File: src/rtl/ccsp_pkg.sv
// Shared types, constants and hash helper for the checker cell state painter.
`default_nettype none
package ccsp_pkg;

  localparam int TILE_W   = 16;
  localparam int TICK_W   = 32;
  localparam int PIX_W    = 32;
  localparam int COLOR_W  = 24;
  localparam int RATE_W   = 17;
  localparam int SEED_W   = 32;
  localparam int HASH_W   = 32;
  localparam int CFG_IDX_W  = 3;
  localparam int CFG_DATA_W = 32;
  localparam int PROD_W   = TICK_W + RATE_W;
  localparam int PHASE_LSB = 16;

  localparam int PIPE_DEPTH = 8;
  localparam int DIV_STEPS  = TILE_W / PIPE_DEPTH;

  localparam logic [HASH_W-1:0] HASH_MULT = 32'h61C88647;

  localparam logic [TILE_W-1:0]  COLUMNS_RST = 16'd1;
  localparam logic [RATE_W-1:0]  RATE_RST    = 17'h10000;
  localparam logic [COLOR_W-1:0] FILL_RST    = 24'hFFFFFF;

  typedef enum logic [CFG_IDX_W-1:0] {
    REG_COLUMNS   = 3'd0,
    REG_PATTERN   = 3'd1,
    REG_DYNAMICS  = 3'd2,
    REG_RATE      = 3'd3,
    REG_SEED      = 3'd4,
    REG_MODES     = 3'd5,
    REG_FILL      = 3'd6,
    REG_CLEAR     = 3'd7
  } cfg_reg_t;

  typedef enum logic [1:0] {
    DYN_PASS   = 2'd0,
    DYN_INVERT = 2'd1,
    DYN_TOGGLE = 2'd2,
    DYN_MASK   = 2'd3
  } dyn_mode_t;

  typedef enum logic [1:0] {
    ACT_CLEAR    = 2'd0,
    ACT_SOLID    = 2'd1,
    ACT_TEXTURED = 2'd2
  } paint_act_t;

  localparam logic [1:0] FILL_SAMPLED  = 2'd1;
  localparam logic [1:0] FILL_TEXTURED = 2'd2;
  localparam logic [1:0] CLR_OFF       = 2'd0;
  localparam logic [1:0] CLR_SAMPLED   = 2'd2;
  localparam logic [1:0] CLR_TEXTURED  = 2'd3;

  typedef struct packed {
    logic rand_bit;
    logic mask_bit;
    logic phase_bit;
  } hash_bits_t;

  typedef struct packed {
    logic quo_lsb;
    logic rem_lsb;
  } div_bits_t;

  // one xorshift-multiply round of the tile hash
  function automatic logic [HASH_W-1:0] mix_round(input logic [HASH_W-1:0] v);
    logic [HASH_W-1:0] x;
    x = v ^ (v >> 16);
    return x * HASH_MULT;
  endfunction

endpackage
`default_nettype wire

File: src/rtl/ccsp_hash_pipe.sv
// Pipelined phase product and tile hashes, one multiplier per stage and path.
`default_nettype none
module ccsp_hash_pipe (
  input  logic                        clk,
  input  logic [ccsp_pkg::TILE_W-1:0] tile,
  input  logic [ccsp_pkg::TICK_W-1:0] tick,
  input  logic [ccsp_pkg::SEED_W-1:0] seed,
  input  logic [ccsp_pkg::RATE_W-1:0] rate,
  output ccsp_pkg::hash_bits_t        res
);
  import ccsp_pkg::*;

  logic [HASH_W-1:0] key1;
  logic [PROD_W-1:0] prod1;
  logic [HASH_W-1:0] base2;
  logic [HASH_W-1:0] phase2;
  logic [HASH_W-1:0] a3, a4, a5;
  logic [HASH_W-1:0] sum3, b4, b5, b6;
  logic              ph3, ph4, ph5, ph6, ph7, ph8;
  logic              abit6, abit7, abit8;
  logic              bbit7, bbit8;

  always_ff @(posedge clk) begin
    key1   <= seed + {{(SEED_W-TILE_W){1'b0}}, tile};
    prod1  <= {{RATE_W{1'b0}}, tick} * {{TICK_W{1'b0}}, rate};

    base2  <= key1 * HASH_MULT;
    phase2 <= prod1[PHASE_LSB +: HASH_W];

    a3     <= mix_round(base2);
    sum3   <= base2 + phase2;
    ph3    <= phase2[0];

    a4     <= mix_round(a3);
    b4     <= mix_round(sum3);
    ph4    <= ph3;

    a5     <= mix_round(a4);
    b5     <= mix_round(b4);
    ph5    <= ph4;

    abit6  <= a5[0] ^ a5[16];
    b6     <= mix_round(b5);
    ph6    <= ph5;

    abit7  <= abit6;
    bbit7  <= b6[0] ^ b6[16];
    ph7    <= ph6;

    abit8  <= abit7;
    bbit8  <= bbit7;
    ph8    <= ph7;
  end

  assign res.rand_bit  = abit8;
  assign res.mask_bit  = bbit8;
  assign res.phase_bit = ph8;

endmodule
`default_nettype wire

File: config.mk
export PLATFORM = sky130hd
export DESIGN_NAME = ccsp_hash_pipe
export DESIGN_NICKNAME = d
export VERILOG_FILES = /design/src/rtl/ccsp_pkg.sv /design/src/rtl/ccsp_hash_pipe.sv
export SDC_FILE = /design/constraint.sdc
export NUM_CORES = 2
export LEC_CHECK = 0
export ABC_AREA = 0
export BUFFER_PORTS_ARGS = -buffer_cell sky130_fd_sc_hd__buf_2
export CAP_MARGIN = 25
export CORE_ASPECT_RATIO = 1.2
export CORE_UTILIZATION = 45
export DETAILED_ROUTE_END_ITERATION = 10
export SLEW_MARGIN = 10
export SYNTH_ARGS = -nofsm -noshare
export SYNTH_HDL_FRONTEND = slang
export SYNTH_SLANG_ARGS = --single-unit
File: constraint.sdc
create_clock -name clk -period 19.9 [get_ports clk]
set_input_delay 2.985 -clock clk [delete_from_list [all_inputs] [get_ports clk]]
set_output_delay 2.985 -clock clk [all_outputs]
set_load 0.005 [all_outputs]
==> impl_results.rst <==
.. list-table::
   :header-rows: 1

   * - Metric
     - Value
   * - Outcome
     - completed
   * - Hold Violations, Final
     - 0
   * - Layout Nets
     - about 9200
   * - Layout overhead on the synthesized area
     - 6.38%
   * - Die Width
     - between 300 and 400 um
   * - Post-synth cell types
     - 67
   * - Worst-Margin Slew
     - around 1.0 ns
   * - Weighted congestion reported at the end of routability-driven placement
     - approximately 0.91
   * - Post-synth EDFFs
     - 0
   * - Clock edge transition at the registers on the reported setup and hold paths
     - 0.06 ns
   * - HPWL after detailed placement
     - approximately 130000 um
   * - Fraction of synthesized cell area taken by the top area cell type
     - 37.3%
   * - Post-Syn Area
     - 64100 um^2
   * - Ratio of final minimum period to clock period
     - between 40% and 50%
   * - Critical path data arrival time
     - between 9 and 10 ns
   * - Port Buf Inserts
     - 100
   * - Top cells by area, synth
     - sky130_fd_sc_hd__fa_1 (37%), sky130_fd_sc_hd__ha_1 (22%), sky130_fd_sc_hd__inv_1 (12%), sky130_fd_sc_hd__dfxtp_1 (9.5%), sky130_fd_sc_hd__xnor2_1 (3.9%)
   * - Gr usage total
     - between 20% and 30%
   * - Number of DRC violations after detailed routing
     - 0
   * - Most numerous cell types in the synthesized netlist
     - sky130_fd_sc_hd__inv_1 (2008), sky130_fd_sc_hd__fa_1 (1193), sky130_fd_sc_hd__ha_1 (1123), sky130_fd_sc_hd__nand2_1 (410), sky130_fd_sc_hd__dfxtp_1 (303)
   * - Class of the tightest hold or removal check
     - flip-flop to flip-flop
   * - Final wirelength
     - ~150000 um
   * - Maximum number of pins on one net before global-route repair
     - 33
   * - Clk root buf
     - sky130_fd_sc_hd__clkbuf_16
   * - CORE AREA
     - 141000 um^2
   * - Post-synth top area cell
     - sky130_fd_sc_hd__fa_1
   * - Global-route congestion overflow total
     - 0
   * - Maximum root-to-sink buffer count
     - 3
   * - Worst EP required
     - between 20 and 25 ns
   * - Max Transition Viols Final
     - 0
   * - Utilization of the core after routing
     - between 40% and 50%
   * - First-pass iteration count of the detailed router
     - 7
   * - Top flip-flop cell by instance count after synthesis
     - sky130_fd_sc_hd__dfxtp_1
   * - Post-synthesis register bit count
     - 303
   * - Cells after Synth
     - roughly 6700
   * - Starting Density
     - 45.4%
   * - Deepest level of the CTS H-tree
     - 2
   * - Number of DRC markers after the initial detailed-route iteration
     - roughly 1700
   * - Vias per std cell
     - 4.94
   * - Clock Sinks
     - approximately 300
   * - Startpoint type of the worst setup path
     - primary input
   * - Via count of the first global-routing pass
     - around 46000
   * - Post-route antenna net violation count
     - 0
   * - Max Cap Violations
     - 0
   * - Yosys warning total
     - 0
   * - Number of CTS-inserted buffers
     - 39
   * - Die Ht
     - 415 um
   * - Count of cells resized by post-cts repair
     - 0
   * - Post-route minimum period
     - 9.52 ns
   * - Number of inserted diodes
     - 0
   * - Final Setup Violations
     - 0
   * - TritonCTS clock tree
     - built
   * - Async set-reset flop share out of synthesis
     - 0%
   * - CTS hold repair buffers
     - 0
   * - First-pass GRT wire length
     - roughly 240000 um
   * - Die area
     - ~140000 um^2
   * - Critical path class
     - primary input to flip-flop
   * - Post-CTS setup buffers
     - 0
   * - DR WL/cell
     - approximately 17 um
   * - Part of the Yosys area used for sequential elements
     - about a tenth
   * - Maximum clock frequency
     - roughly 110 MHz
   * - Count of cells along the worst register-to-register path
     - 21
   * - Capturing element type of the critical path
     - flip-flop
   * - Setup clock skew after layout
     - 0.0302 ns
   * - Num ports
     - around 100
   * - RSZ-0062 raised after global routing
     - no
   * - Number of antenna violations at the first check in global routing
     - 0
   * - Most instantiated library cell after synthesis
     - sky130_fd_sc_hd__inv_1
   * - Post-Syn Area per Cell
     - 9.61 um^2
   * - Rows
     - between 150 and 200
   * - Mapped Nets
     - about 9000
   * - Fin Setup TNS
     - 0 ns
   * - Clock insertion delay at the later pin of the skew report
     - 0.60 ns
   * - Depth of the worst hold-timing path
     - 0
   * - Layout cell share with drive strength beyond 1
     - 3.35%
   * - Relative max-transition margin
     - a little under a third
   * - Maximum fanout along the worst path
     - 32
   * - Vias
     - about 43000
worst paths after layout:
kind | from | endpoint | slack, ns
hold reg to reg | ph7$_DFF_P_ | ph8$_DFF_P_ | 0.32
setup reg to reg | sum3[26]$_DFF_P_ | b4[31]$_DFF_P_ | 12.51
hold / removal | ph7$_DFF_P_ | ph8$_DFF_P_ | 0.32
setup / recovery | rate[3] | prod1[47]$_DFF_P_ | 10.38
per-stage QoR:
| stage | setup slack [ns] | hold WS [ns] | instance area [um^2] | std cells |
|---|---|---|---|---|
| 5_1_grt | 10.04 | 0.328 | 68200 | 8617 |
| 3_3_place_gp | 9.89 | 0.311 | 66800 | 8545 |
| 4_1_cts | 10.45 | 0.321 | 68200 | 8614 |
| 2_1_floorplan | 11.04 | 0.310 | 64100 | 6669 |
| 3_5_place_dp | 9.82 | 0.312 | 66800 | 8547 |
| 6_report | 10.38 | 0.320 | 68200 | 8617 |
metal layers:
metal | GRT usage (%) | wire [um] | share of wire [%]
met2 | 40.3 | 79900 | 54
met1 | 24.2 | 58600 | 39
met4 | 8.53 | 6340 | 4.2
met5 | 0 | 0 | 0
met3 | 1.88 | 4380 | 2.9
worst max-delay path, cell delays in order:
cell                       delay [ns]
sky130_fd_sc_hd__buf_2           0.59
sky130_fd_sc_hd__nand2_1         0.16
sky130_fd_sc_hd__fa_1            0.57
sky130_fd_sc_hd__fa_1            0.48
sky130_fd_sc_hd__fa_1            0.54
sky130_fd_sc_hd__inv_1           0.05
sky130_fd_sc_hd__fa_1            0.49
sky130_fd_sc_hd__fa_1            0.49
sky130_fd_sc_hd__inv_1           0.05
sky130_fd_sc_hd__fa_1            0.47
sky130_fd_sc_hd__inv_1           0.04
sky130_fd_sc_hd__ha_1            0.35
sky130_fd_sc_hd__a21oi_1         0.09
sky130_fd_sc_hd__o21ai_0         0.41
sky130_fd_sc_hd__o21ai_0         0.23
sky130_fd_sc_hd__a311oi_1        0.59
sky130_fd_sc_hd__nand3_1         0.15
sky130_fd_sc_hd__and3b_1         0.27
sky130_fd_sc_hd__a211oi_1        0.46
sky130_fd_sc_hd__a311o_1         0.28
sky130_fd_sc_hd__a21oi_1         0.09
sky130_fd_sc_hd__xnor2_1         0.12
cells in the final DEF (no fill, tap or decap), drive strengths merged, types with 19 or more instances in the layout:
| master | count |
|---|---|
| nand2b | 28 |
| ha | 1123 |
| xnor2 | 284 |
| nor3 | 33 |
| inv | 2012 |
| and2 | 213 |
| a21oi | 172 |
| clkbuf | 45 |
| o21a | 45 |
| nor2 | 125 |
| dfxtp | 303 |
| and3 | 19 |
| a21o | 86 |
| nor2b | 23 |
| nand2 | 410 |
| xor2 | 175 |
| nand3 | 29 |
| a211oi | 23 |
| buf | 140 |
| fa | 1193 |
| o21ai | 90 |
| o21bai | 24 |
registers in the layout, indices dropped and copies added (netlist names), 2 cells and up:
name    cells
a3         32
a4         32
a5          2
b4         32
b5         32
b6          2
base2      32
key1       32
phase2     32
prod1      32
sum3       32
logic make-up after synthesis:
family | Yosys count | synth area share, %
AND/OR/NAND/NOR | 936 | 6.99
adder cells (fa/ha/maj) | 2316 | 59.2
AO/OA/AOI/OAI | 546 | 5.58
buffers and inverters | 2104 | 12.3
flip-flops | 303 | 9.46
XOR/XNOR | 464 | 6.45
layout make-up:
class / count / area [um^2]
fillers: 13459 / 73100
multi-input cells: 4262 / 50100
inverters: 2008 / 7540
flip-flops and latches: 303 / 6070
well taps: 1836 / 2300
clock buffers: 45 / 1060
repair buffers: 141 / 813
clock inverters: 22 / 287
Power is left out: the tool's default activity adds up to more than one toggle a clock period on the data nets, which glitch-free logic cannot reach.
