File: config.mk
export PLATFORM = sky130hd
export DESIGN_NAME = ccsp_div_pipe
export DESIGN_NICKNAME = d
export VERILOG_FILES = /design/src/rtl/ccsp_pkg.sv /design/src/rtl/ccsp_div_pipe.sv
export SDC_FILE = /design/constraint.sdc
export NUM_CORES = 1
export LEC_CHECK = 0
export ABC_CLOCK_PERIOD_IN_PS = 9200
export BUFFER_PORTS_ARGS = -buffer_cell sky130_fd_sc_hd__buf_2
export CAP_MARGIN = 20
export CORE_ASPECT_RATIO = 1.75
export CORE_MARGIN = 8
export CORE_UTILIZATION = 60
export DETAILED_ROUTE_END_ITERATION = 8
export PLACE_DENSITY = 0.77
export REMOVE_ABC_BUFFERS = 1
export SLEW_MARGIN = 20
export SYNTH_ARGS = -nofsm -noshare
export SYNTH_HDL_FRONTEND = slang
export SYNTH_SLANG_ARGS = --single-unit
File: constraint.sdc
create_clock -name clk -period 9.2 [get_ports clk]
set_input_delay 1.84 -clock clk [delete_from_list [all_inputs] [get_ports clk]]
set_output_delay 1.84 -clock clk [all_outputs]
set_load 0.03 [all_outputs]
File: src/rtl/ccsp_pkg.sv
// Shared types, constants and hash helper for the checker cell state painter.
`default_nettype none
package ccsp_pkg;

  localparam int TILE_W   = 16;
  localparam int TICK_W   = 32;
  localparam int PIX_W    = 32;
  localparam int COLOR_W  = 24;
  localparam int RATE_W   = 17;
  localparam int SEED_W   = 32;
  localparam int HASH_W   = 32;
  localparam int CFG_IDX_W  = 3;
  localparam int CFG_DATA_W = 32;
  localparam int PROD_W   = TICK_W + RATE_W;
  localparam int PHASE_LSB = 16;

  localparam int PIPE_DEPTH = 8;
  localparam int DIV_STEPS  = TILE_W / PIPE_DEPTH;

  localparam logic [HASH_W-1:0] HASH_MULT = 32'h61C88647;

  localparam logic [TILE_W-1:0]  COLUMNS_RST = 16'd1;
  localparam logic [RATE_W-1:0]  RATE_RST    = 17'h10000;
  localparam logic [COLOR_W-1:0] FILL_RST    = 24'hFFFFFF;

  typedef enum logic [CFG_IDX_W-1:0] {
    REG_COLUMNS   = 3'd0,
    REG_PATTERN   = 3'd1,
    REG_DYNAMICS  = 3'd2,
    REG_RATE      = 3'd3,
    REG_SEED      = 3'd4,
    REG_MODES     = 3'd5,
    REG_FILL      = 3'd6,
    REG_CLEAR     = 3'd7
  } cfg_reg_t;

  typedef enum logic [1:0] {
    DYN_PASS   = 2'd0,
    DYN_INVERT = 2'd1,
    DYN_TOGGLE = 2'd2,
    DYN_MASK   = 2'd3
  } dyn_mode_t;

  typedef enum logic [1:0] {
    ACT_CLEAR    = 2'd0,
    ACT_SOLID    = 2'd1,
    ACT_TEXTURED = 2'd2
  } paint_act_t;

  localparam logic [1:0] FILL_SAMPLED  = 2'd1;
  localparam logic [1:0] FILL_TEXTURED = 2'd2;
  localparam logic [1:0] CLR_OFF       = 2'd0;
  localparam logic [1:0] CLR_SAMPLED   = 2'd2;
  localparam logic [1:0] CLR_TEXTURED  = 2'd3;

  typedef struct packed {
    logic rand_bit;
    logic mask_bit;
    logic phase_bit;
  } hash_bits_t;

  typedef struct packed {
    logic quo_lsb;
    logic rem_lsb;
  } div_bits_t;

  // one xorshift-multiply round of the tile hash
  function automatic logic [HASH_W-1:0] mix_round(input logic [HASH_W-1:0] v);
    logic [HASH_W-1:0] x;
    x = v ^ (v >> 16);
    return x * HASH_MULT;
  endfunction

endpackage
`default_nettype wire

File: src/rtl/ccsp_div_pipe.sv
// Pipelined restoring divider giving the low bits of tile / columns and tile % columns.
`default_nettype none
module ccsp_div_pipe (
  input  logic                       clk,
  input  logic [ccsp_pkg::TILE_W-1:0] tile,
  input  logic [ccsp_pkg::TILE_W-1:0] divisor,
  output ccsp_pkg::div_bits_t         res
);
  import ccsp_pkg::*;

  logic [TILE_W-1:0] rem_q    [1:PIPE_DEPTH];
  logic [TILE_W-1:0] dvd_q    [1:PIPE_DEPTH];
  logic              qb_q     [1:PIPE_DEPTH];
  logic [TILE_W-1:0] rem_in   [0:PIPE_DEPTH-1];
  logic [TILE_W-1:0] dvd_in   [0:PIPE_DEPTH-1];
  logic [TILE_W-1:0] rem_next [0:PIPE_DEPTH-1];
  logic [TILE_W-1:0] dvd_next [0:PIPE_DEPTH-1];
  logic              qb_next  [0:PIPE_DEPTH-1];

  assign rem_in[0] = '0;
  assign dvd_in[0] = tile;

  for (genvar s = 1; s < PIPE_DEPTH; s++) begin : g_link
    assign rem_in[s] = rem_q[s];
    assign dvd_in[s] = dvd_q[s];
  end

  always_comb begin
    logic [TILE_W:0]   t;
    logic [TILE_W-1:0] r;
    logic [TILE_W-1:0] d;
    logic              qb;
    for (int s = 0; s < PIPE_DEPTH; s++) begin
      r  = rem_in[s];
      d  = dvd_in[s];
      qb = 1'b0;
      for (int j = 0; j < DIV_STEPS; j++) begin
        t = {r, d[TILE_W-1]};
        d = {d[TILE_W-2:0], 1'b0};
        if (t >= {1'b0, divisor}) begin
          t  = t - {1'b0, divisor};
          qb = 1'b1;
        end else begin
          qb = 1'b0;
        end
        r = t[TILE_W-1:0];
      end
      rem_next[s] = r;
      dvd_next[s] = d;
      qb_next[s]  = qb;
    end
  end

  always_ff @(posedge clk) begin
    for (int s = 1; s <= PIPE_DEPTH; s++) begin
      rem_q[s] <= rem_next[s-1];
      dvd_q[s] <= dvd_next[s-1];
      qb_q[s]  <= qb_next[s-1];
    end
  end

  assign res.quo_lsb = qb_q[PIPE_DEPTH];
  assign res.rem_lsb = rem_q[PIPE_DEPTH][0];

endmodule
`default_nettype wire

==> impl_results.rst, run 1 <==
.. list-table::
   :header-rows: 1

   * - Metric
     - Value
   * - First-pass GRT wire length
     - roughly 75000 um
   * - Post-DR vias/cell
     - about 6.4
   * - Critical path fanouts, max
     - 16
   * - Routed length per instance
     - around 21 um
   * - Wire length reported by the detailed router
     - ~48000 um
   * - DIE WIDTH
     - between 100 and 150 um
   * - FF-to-FF path depth
     - 20
   * - Post-CTS repair timing setup buffer count
     - 0
   * - Hold violation total from the final report
     - 0
   * - Maximum number of pins on one net before global-route repair
     - 31
   * - Kind of path behind the tightest hold check
     - reg -> reg
   * - Launching point of the worst reg2reg path
     - rem_q[0][80]$_DFF_P_
   * - Yosys warning count
     - 0
   * - Root Driver
     - sky130_fd_sc_hd__clkbuf_16
   * - Cell area power density
     - ~230 mW/mm2
   * - Iteration-0 DRC Markers
     - between 700 and 800
   * - Average cell area after synthesis
     - about 8.6 um2
   * - Leakage component of the power
     - around 8 nW
   * - Layout cells sized above 1
     - 0.1376
   * - Worst setup path category
     - in -> reg
   * - Clock Path Buffers
     - 2
   * - Slew at the pin with the worst max-slew slack
     - just over 1 ns
   * - Hold path endpoint
     - dvd_q[0][33]$_DFF_P_
   * - Max_slew headroom
     - 0.2972
   * - Number of placed I/O pins
     - 35
   * - Fin Setup TNS
     - 0 ns
   * - FF+latch count, synth
     - between 150 and 200
   * - Total iterations of the first detailed-routing run
     - 5
   * - CORE AREA
     - between 0.02 and 0.03 mm2
   * - Crit start category
     - input pin
   * - Antenna Nets Post-Route
     - 0
   * - Insertion delay of the later-clocked pin in the worst-skew pair
     - around 0.46 ns
   * - Routed via count
     - about 15000
   * - Antenna cells
     - 0
   * - Share of synthesized area occupied by flip-flops and latches
     - 0.2080
   * - Synth-to-Final Area Change
     - 7.441%
   * - DIE HEIGHT
     - between 200 and 250 um
   * - Peak clock frequency supported by timing
     - roughly 130 MHz
   * - Fin worst setup slack
     - 1.652 ns
   * - Worst Skew
     - roughly 0.018 ns
   * - Number of maximum-capacitance constraint violations
     - 0
   * - Worst-case register-to-register setup slack
     - between 3 and 4 ns
   * - Routability-driven placement congestion ratio
     - 0.9949
   * - Summed instance area of the synthesized netlist
     - around 0.016 mm2
   * - Total congestion overflow
     - 0
   * - Total routing usage reported by global routing
     - 0.2907
   * - Maximum vdd drop
     - ~0.19 mV
   * - TritonCTS clock tree
     - built
   * - Die Area
     - roughly 0.033 mm2
   * - RSZ-0062 raised after global routing
     - no
   * - Starting utilization of the core area
     - 0.6054
   * - CTS clk-pin slew, worst paths
     - approximately 0.07 ns
   * - Post-cts gate resize count
     - 0
   * - Startpoint of the lowest-slack hold path
     - dvd_q[0][17]$_DFF_P_
   * - Number of rows created at floorplan
     - 80
   * - Largest area contributor in the synthesized netlist
     - sky130_fd_sc_hd__dfxtp_1
   * - Number of enable flip-flop cells after synthesis
     - 0
   * - Half-perimeter wire length of the detailed placement result
     - 38390 um
   * - Final Cycle Share
     - 0.8204
   * - Number of levels the H-tree was split into
     - 4
   * - Hold buffer count at cts
     - 0
   * - Area contributors post-synth
     - sky130_fd_sc_hd__dfxtp_1 (21%), sky130_fd_sc_hd__ha_1 (19%), sky130_fd_sc_hd__mux2_2 (9.8%)
   * - Number of global-route vias before repair
     - around 15000
   * - Number of library cell types mapped by synthesis
     - about 70
   * - Placement Cell Area
     - ~0.017 mm2
   * - Critical Path RT
     - 9.53 ns
   * - Arrival @ worst endpoint
     - between 7 and 8 ns
   * - Number of nets in the layout
     - 2245
   * - Total of endpoints with negative setup slack in the final report
     - 0
   * - WHS Path Cells
     - 0
   * - Most instantiated flip-flop cell in the synthesis netlist
     - sky130_fd_sc_hd__dfxtp_1
   * - Share of flip-flops with an asynchronous set or reset
     - 0
   * - Endpoint of the lowest-slack register-to-register path
     - rem_q[0][105]$_DFF_P_
   * - Result of the run
     - complete, no violations
   * - Total power draw
     - 0.004106 W
   * - Pre-CTS worst setup slack
     - between 1 and 1.5 ns
   * - Worst Setup End Kind
     - flip-flop
   * - Number of antenna violations at the first check in global routing
     - 1
   * - Sink count of the clock tree
     - 170
   * - Summed area of non-filler cells in the final layout
     - 0.01758 mm2
   * - Post-route DRC
     - 0
   * - Port Buffers
     - 34
   * - Fin. max-slew vios
     - 0
   * - Yosys top cell area share
     - 0.2080
   * - Post-synthesis instance total
     - around 1900
   * - Total CTS buffers
     - 17
   * - Final Critical Period
     - ~7.5 ns
## flip-flops by register name (all words and copies together) (netlist names)
signal,count
dvd_q,56
qb_q,1
rem_q,113
## cells by family (layout without fill, tap and decap cells)
group,after synthesis,after routing,share of synthesized area
AND/OR/NAND/NOR,477,477,0.1430
XOR/XNOR,167,167,0.08940
flip-flops,170,170,0.2080
adder cells (fa/ha/maj),256,256,0.2022
buffers and inverters,121,189,0.03105
multiplexers,169,169,0.1168
AO/OA/AOI/OAI,541,541,0.2095
## routing by layer
metal,up-vias,GRT usage,part of all wire,wire length (um)
met2,487,0.5354,0.50,24280
met3,230,0.04690,0.044,2127
met1,6885,0.2745,0.36,17440
li1,7128,-,-,-
met4,0,0.2584,0.089,4283
met5,-,0,0,0
## placed cells by master, fill, tap and decap left out, types with 11 or more instances in the layout
| cell | Yosys | final |
|---|---|---|
| sky130_fd_sc_hd__a211oi_1 | 25 | 25 |
| sky130_fd_sc_hd__a21boi_0 | 11 | 11 |
| sky130_fd_sc_hd__a21o_1 | 55 | 55 |
| sky130_fd_sc_hd__a21oi_1 | 179 | 179 |
| sky130_fd_sc_hd__a31oi_1 | 19 | 19 |
| sky130_fd_sc_hd__and3_1 | 11 | 11 |
| sky130_fd_sc_hd__buf_2 | 7 | 34 |
| sky130_fd_sc_hd__buf_4 | 3 | 29 |
| sky130_fd_sc_hd__clkbuf_16 | 0 | 17 |
| sky130_fd_sc_hd__dfxtp_1 | 170 | 170 |
| sky130_fd_sc_hd__fa_1 | 14 | 14 |
| sky130_fd_sc_hd__ha_1 | 242 | 242 |
| sky130_fd_sc_hd__inv_1 | 94 | 93 |
| sky130_fd_sc_hd__mux2_2 | 143 | 143 |
| sky130_fd_sc_hd__mux2i_1 | 18 | 18 |
| sky130_fd_sc_hd__nand2_1 | 88 | 88 |
| sky130_fd_sc_hd__nand2b_1 | 29 | 29 |
| sky130_fd_sc_hd__nand3_1 | 35 | 35 |
| sky130_fd_sc_hd__nand4_1 | 29 | 29 |
| sky130_fd_sc_hd__nor2_1 | 146 | 146 |
| sky130_fd_sc_hd__nor2b_1 | 31 | 31 |
| sky130_fd_sc_hd__nor3_1 | 40 | 40 |
| sky130_fd_sc_hd__nor4_1 | 21 | 21 |
| sky130_fd_sc_hd__o21a_1 | 39 | 39 |
| sky130_fd_sc_hd__o21ai_0 | 100 | 100 |
| sky130_fd_sc_hd__o21bai_1 | 25 | 25 |
| sky130_fd_sc_hd__or3_1 | 17 | 17 |
| sky130_fd_sc_hd__xnor2_1 | 122 | 122 |
| sky130_fd_sc_hd__xor2_1 | 45 | 45 |
## Yosys cell counts (40+ instances only)
master / instances
sky130_fd_sc_hd__nor3_1: 40
sky130_fd_sc_hd__a21o_1: 55
sky130_fd_sc_hd__o21ai_0: 100
sky130_fd_sc_hd__nor2_1: 146
sky130_fd_sc_hd__inv_1: 94
sky130_fd_sc_hd__xor2_1: 45
sky130_fd_sc_hd__dfxtp_1: 170
sky130_fd_sc_hd__a21oi_1: 179
sky130_fd_sc_hd__xnor2_1: 122
sky130_fd_sc_hd__nand2_1: 88
sky130_fd_sc_hd__ha_1: 242
sky130_fd_sc_hd__mux2_2: 143
## critical path: stages
cell                       delay (ns)
sky130_fd_sc_hd__buf_2           0.11
sky130_fd_sc_hd__inv_1           0.49
sky130_fd_sc_hd__ha_1            0.36
sky130_fd_sc_hd__nand3_1         0.16
sky130_fd_sc_hd__o41ai_1         0.48
sky130_fd_sc_hd__a211oi_1        0.11
sky130_fd_sc_hd__o21ai_0         0.08
sky130_fd_sc_hd__nor2b_1         0.36
sky130_fd_sc_hd__buf_4           0.27
sky130_fd_sc_hd__mux2i_1         0.36
sky130_fd_sc_hd__ha_1            0.31
sky130_fd_sc_hd__nor2b_1         0.14
sky130_fd_sc_hd__o21a_1          0.18
sky130_fd_sc_hd__o21ai_0         0.23
sky130_fd_sc_hd__nand3b_1        0.15
sky130_fd_sc_hd__a221oi_1        0.54
sky130_fd_sc_hd__o21ai_0         0.26
sky130_fd_sc_hd__a211oi_1        0.32
sky130_fd_sc_hd__nand3b_1        0.61
sky130_fd_sc_hd__mux2_2          0.51
## layout make-up
| cell class | count | area [um2] |
|---|---|---|
| tap | 328 | 410.4 |
| multi-input combinational | 1610 | 12460 |
| fill | 2352 | 9448 |
| timing repair buffer | 63 | 387.9 |
| clock buffer | 19 | 432.9 |
| inverter | 94 | 352.8 |
| sequential | 170 | 3403 |
| clock inverter | 13 | 126.4 |
## stage by stage
stage	hold slack (ns)	utilization	instances
2_1_floorplan	0.3096	-	1874
3_3_place_gp	0.3096	0.6297	2265
3_5_place_dp	0.3121	0.6297	2265
4_1_cts	0.3217	0.6504	2297
5_1_grt	0.3321	0.6504	2297
6_report	0.3244	0.6504	2297
## worst max path at each step
stage,to,cells after the start,startpoint,slack [ns]
floorplan,rem_q[0][33]$_DFF_P_,19,divisor[1],1.21
global placement,rem_q[0][119]$_DFF_P_,21,divisor[8],1.44
detailed placement,rem_q[0][119]$_DFF_P_,21,divisor[8],1.26
CTS,rem_q[0][105]$_DFF_P_,20,divisor[8],1.73
global route,rem_q[0][37]$_DFF_P_,21,divisor[8],1.19
finish,rem_q[0][105]$_DFF_P_,20,divisor[8],1.65
## power by group
group          leakage [nW]  switching [W]  internal [W]
sequential             1.41      0.0000800      0.000853
combinational          6.41        0.00125       0.00122
clock                 0.268       0.000346      0.000358
Power figures use the tool's default switching activity.
==> run 2: changes to the inputs <==
ABC_AREA = 1   (was not set)
ABC_CLOCK_PERIOD_IN_PS = 6100   (was 9200)
CORE_UTILIZATION = 59   (was 60)
PLACE_DENSITY = 0.79   (was 0.77)
clock period = 6.1 ns   (was 9.2 ns; I/O delays follow)
==> impl_results.rst, run 2 <==
.. list-table::
   :header-rows: 1

   * - Metric
     - Value
   * - Fin Setup TNS
     - 0 ns (unchanged)
   * - Maximum number of pins on one net before global-route repair
     - 26 (was 31)
   * - DIE WIDTH
     - 151.7 um (was 140.8 um)
   * - Post-CTS repair timing setup buffer count
     - 0 (unchanged)
   * - Layout cells sized above 1
     - 0.09307 (was 0.1376)
   * - Most instantiated flip-flop cell in the synthesis netlist
     - sky130_fd_sc_hd__dfxtp_1 (unchanged)
   * - Critical path fanouts, max
     - 18 (was 16)
   * - Area fraction in and, or, nand and nor cells after synthesis
     - 0.4188 (was 0.1430)
   * - Slowest-stage cell, CP
     - sky130_fd_sc_hd__o21ai_0 (was sky130_fd_sc_hd__nand3b_1)
   * - Antenna Nets Post-Route
     - 0 (unchanged)
   * - Arrival @ worst endpoint
     - 5.87 ns (was 7.88 ns)
   * - First-pass GRT wire length
     - 102100 um (was 74710 um)
   * - Final Critical Period
     - between 5 and 6 ns
   * - FF+latch count, synth
     - 170 (unchanged)
   * - RSZ-0062 raised after global routing
     - no (unchanged)
   * - Routed length per instance
     - 18.71 um (was 20.95 um)
   * - Post-route DRC
     - 0 (unchanged)
   * - Worst path most repeated cell
     - sky130_fd_sc_hd__nand2_1 (was sky130_fd_sc_hd__o21ai_0)
   * - Starting utilization of the core area
     - 0.5939 (was 0.6054)
   * - Hold buffer count at cts
     - 0 (unchanged)
   * - CORE AREA
     - 0.03200 mm2 (was 0.02703 mm2)
   * - Clock Path Buffers
     - 2 (unchanged)
   * - Total routing usage reported by global routing
     - 0.3459 (was 0.2907)
   * - Post-cts gate resize count
     - 0 (unchanged)
   * - Crit start category
     - input pin (unchanged)
   * - Root Driver
     - sky130_fd_sc_hd__clkbuf_16 (unchanged)
   * - Post-synthesis instance total
     - 3031 (was 1901)
   * - Post-Synth Adder-Cell Area
     - 0.1740 (was 0.2022)
   * - Yosys top cell area share
     - 0.2137 (was 0.2080)
   * - Most frequent cell after synthesis
     - sky130_fd_sc_hd__nand2_1 (was sky130_fd_sc_hd__ha_1)
   * - Share of synthesized area occupied by flip-flops and latches
     - 0.1790 (was 0.2080)
   * - Fill cell count
     - 3218 (was 2352)
   * - Largest registers
     - rem_q x113, dvd_q x56, qb_q x1 (unchanged)
   * - Iteration-0 DRC Markers
     - 1316 (was 754)
   * - Max_slew headroom
     - 0.3538 (was 0.2972)
   * - Maximum vdd drop
     - 0.3032 mV (was 0.1881 mV)
   * - Total CTS buffers
     - 17 (unchanged)
   * - Summed instance area of the synthesized netlist
     - 0.01901 mm2 (was 0.01636 mm2)
   * - Port Buffers
     - 34 (unchanged)
   * - Number of rows created at floorplan
     - 87 (was 80)
   * - Fin. max-slew vios
     - 0 (unchanged)
   * - Hold violation total from the final report
     - 0 (unchanged)
   * - DIE HEIGHT
     - 253.4 um (was 234.4 um)
   * - Number of nets in the layout
     - 3392 (was 2245)
   * - TritonCTS clock tree
     - built (unchanged)
   * - Proportion of synthesized area in mux cells
     - 0 (was 0.1168)
   * - Average cell area after synthesis
     - 6.271 um2 (was 8.606 um2)
   * - Worst Skew
     - 0.01051 ns (was 0.01755 ns)
   * - Largest area contributor in the synthesized netlist
     - sky130_fd_sc_hd__nand2_1 (was sky130_fd_sc_hd__dfxtp_1)
   * - Number of antenna violations at the first check in global routing
     - 0 (was 1)
   * - Number of global-route vias before repair
     - 19787 (was 15106)
   * - Result of the run
     - complete, no violations (unchanged)
   * - Number of maximum-capacitance constraint violations
     - 0 (unchanged)
   * - Share of flip-flops with an asynchronous set or reset
     - 0 (unchanged)
   * - Total iterations of the first detailed-routing run
     - 6 (was 5)
   * - Area contributors post-synth
     - sky130_fd_sc_hd__nand2_1 (21%), sky130_fd_sc_hd__dfxtp_1 (18%), sky130_fd_sc_hd__ha_1 (16%) (was sky130_fd_sc_hd__dfxtp_1 (21%), sky130_fd_sc_hd__ha_1 (19%), sky130_fd_sc_hd__mux2_2 (9.8%))
   * - Total congestion overflow
     - 0 (unchanged)
   * - CTS clk-pin slew, worst paths
     - 0.07 ns (about the same)
   * - Kind of path behind the tightest hold check
     - reg -> reg (unchanged)
   * - Number of placed I/O pins
     - 35 (unchanged)
   * - Final Cycle Share
     - 0.9076
   * - Post-DR vias/cell
     - 5.735 (was 6.413)
   * - Hold slack
     - 0.3283 ns (was 0.3244 ns)
   * - Most common library cell in the layout ignoring fill and taps
     - sky130_fd_sc_hd__nand2_1 (was sky130_fd_sc_hd__ha_1)
   * - Worst setup path category
     - in -> reg (unchanged)
   * - Wire length reported by the detailed router
     - 65770 um (was 48130 um)
   * - Most used standard cells in the synthesized netlist
     - sky130_fd_sc_hd__nand2_1 (1082), sky130_fd_sc_hd__inv_1 (335), sky130_fd_sc_hd__nand3_1 (292), sky130_fd_sc_hd__ha_1 (242), sky130_fd_sc_hd__dfxtp_1 (170) (was sky130_fd_sc_hd__ha_1 (242), sky130_fd_sc_hd__a21oi_1 (179), sky130_fd_sc_hd__dfxtp_1 (170), sky130_fd_sc_hd__nor2_1 (146), sky130_fd_sc_hd__mux2_2 (143))
   * - Antenna cells
     - 0 (unchanged)
   * - Synth Area in XOR/XNOR
     - 0.05391 (was 0.08940)
   * - Main combinational cell family by area after synthesis
     - simple AND/OR/NAND/NOR gates (was compound AO/OA/AOI/OAI gates)
   * - Half-perimeter wire length of the detailed placement result
     - 52010 um (was 38390 um)
   * - Die Area
     - 0.03844 mm2 (was 0.03302 mm2)
   * - Top reg by flops
     - rem_q (unchanged)
   * - Critical Path RT
     - 6.44 ns (was 9.53 ns)
   * - Number of library cell types mapped by synthesis
     - 52 (was 72)
   * - Worst path cell trace
     - buf_2 -> clkinv_1 -> buf_4 -> ha_1 -> nand2_1 -> nand2_1 -> inv_1 -> nand2_1 -> a21oi_1 -> nand2_2 -> nand2_2 -> nand2_4 -> o21ai_0 -> ha_1 -> nand2_1 -> o21ai_2 -> nand4_1 -> nand3_1 -> nand2_1 -> nand2_1 -> nand2_2 -> nand3_2 -> nand2_1 -> nand2_1 (was buf_2 -> inv_1 -> ha_1 -> nand3_1 -> o41ai_1 -> a211oi_1 -> o21ai_0 -> nor2b_1 -> buf_4 -> mux2i_1 -> ha_1 -> nor2b_1 -> o21a_1 -> o21ai_0 -> nand3b_1 -> a221oi_1 -> o21ai_0 -> a211oi_1 -> nand3b_1 -> mux2_2)
   * - Synth-to-Final Area Change
     - 7.714% (was 7.441%)
   * - Worst Setup End Kind
     - flip-flop (unchanged)
   * - Number of enable flip-flop cells after synthesis
     - 0 (unchanged)
   * - Top library cells by usage in the layout, fill and taps aside
     - sky130_fd_sc_hd__nand2_1 (1082), sky130_fd_sc_hd__inv_1 (334), sky130_fd_sc_hd__nand3_1 (292) (was sky130_fd_sc_hd__ha_1 (242), sky130_fd_sc_hd__a21oi_1 (179), sky130_fd_sc_hd__dfxtp_1 (170))
   * - Routed via count
     - 20166 (was 14730)
   * - Routability-driven placement congestion ratio
     - 1.081 (was 0.9949)
   * - Cell area power density
     - 340.4 mW/mm2 (was 233.6 mW/mm2)
   * - Insertion delay of the later-clocked pin in the worst-skew pair
     - 0.46 ns (about the same)
   * - Leakage component of the power
     - 11.61 nW (was 8.092 nW)
   * - Number of levels the H-tree was split into
     - 4 (unchanged)
   * - Total of endpoints with negative setup slack in the final report
     - 0 (unchanged)
   * - Flip-flop count of the largest register after layout
     - 113 (unchanged)
   * - Peak clock frequency supported by timing
     - roughly 180 MHz
   * - Critical Path Max Stage Delay
     - 0.81 ns (was 0.61 ns)
   * - Slew at the pin with the worst max-slew slack
     - 0.9592 ns (was 1.028 ns)
   * - Sink count of the clock tree
     - 170 (unchanged)
   * - Complex-gate fraction of the synthesized area
     - 0.08814 (was 0.2095)
   * - Yosys warning count
     - 0 (unchanged)
run 2: cell types whose count changed after synthesis, sizes merged, moves of 33 or more:
cell	change
a21o	-37
inv	+259
mux2	-151
nand2	+1053
nand3	+279
nor2	+34
or2	+33
xnor2	-81
run 2: logic make-up (layout without fill, tap and decap cells):
logic type | Yosys count | after routing
simple gates | 1793 | 1793
buf+inv | 393 | 478
compound gates | 302 | 302
fa+ha+maj | 256 | 256
flops | 170 | 170
xor+xnor | 117 | 117
run 2: layout make-up:
type | instances | area, um2 | area share
Sequential cell | 170 | 3403 | 0.1662
Clock inverter | 14 | 157.7 | 0.007700
Inverter | 356 | 1339 | 0.06539
Clock buffer | 18 | 439.2 | 0.02145
Tap cell | 400 | 500.5 | 0.02444
Multi-Input combinational cell | 2468 | 13970 | 0.6823
Timing Repair Buffer | 90 | 665.6 | 0.03251
run 2: final timing paths:
| check | startpoint | to | slack, ns | cells past startpoint |
|---|---|---|---|---|
| max | divisor[8] | rem_q[0][99]$_DFF_P_ | 0.56 | 24 |
| min | dvd_q[0][67]$_DFF_P_ | dvd_q[0][83]$_DFF_P_ | 0.33 | 0 |
| max reg2reg | rem_q[0][93]$_DFF_P_ | rem_q[0][99]$_DFF_P_ | 1.94 | 17 |
| min reg2reg | dvd_q[0][67]$_DFF_P_ | dvd_q[0][83]$_DFF_P_ | 0.33 | 0 |
run 2: critical path, delay by kind of cell:
kind | cells | cell delay [ns]
AND/OR/NAND/NOR | 15 | 1.71
AO/OA/AOI/OAI | 3 | 1.07
adder cells (fa/ha/maj) | 2 | 0.75
buffers and inverters | 4 | 1.09
run 2: where the power goes:
| part | switching, W | total, W | leakage [nW] | internal, W |
|---|---|---|---|---|
| logic | 0.00282 | 0.00436 | 9.90 | 0.00154 |
| clock network | 0.000527 | 0.00115 | 0.290 | 0.000624 |
| registers | 0.000160 | 0.00146 | 1.41 | 0.00130 |
run 2: per-stage QoR:
step | power [W] | std cells | utilization | setup slack [ns] | instance area (um2)
after floorplan | 0.004605 | 2994 | - | 1.016 | 18710
after global placement | 0.005634 | 3484 | 0.6211 | 0.2752 | 19880
after global routing | 0.007538 | 3516 | 0.6398 | 0.3091 | 20470
after detailed placement | 0.005721 | 3484 | 0.6211 | 0.1913 | 19880
after CTS | 0.006873 | 3516 | 0.6398 | 0.6833 | 20470
final | 0.006970 | 3516 | 0.6398 | 0.5634 | 20470
run 2: routing by layer:
| metal | vias up | share of wire | GRT usage |
|---|---|---|---|
| met5 | - | 0 | 0 |
| li1 | 9993 | - | - |
| met4 | 0 | 0.090 | 0.2846 |
| met1 | 9154 | 0.35 | 0.3408 |
| met2 | 713 | 0.50 | 0.6138 |
| met3 | 306 | 0.055 | 0.06136 |
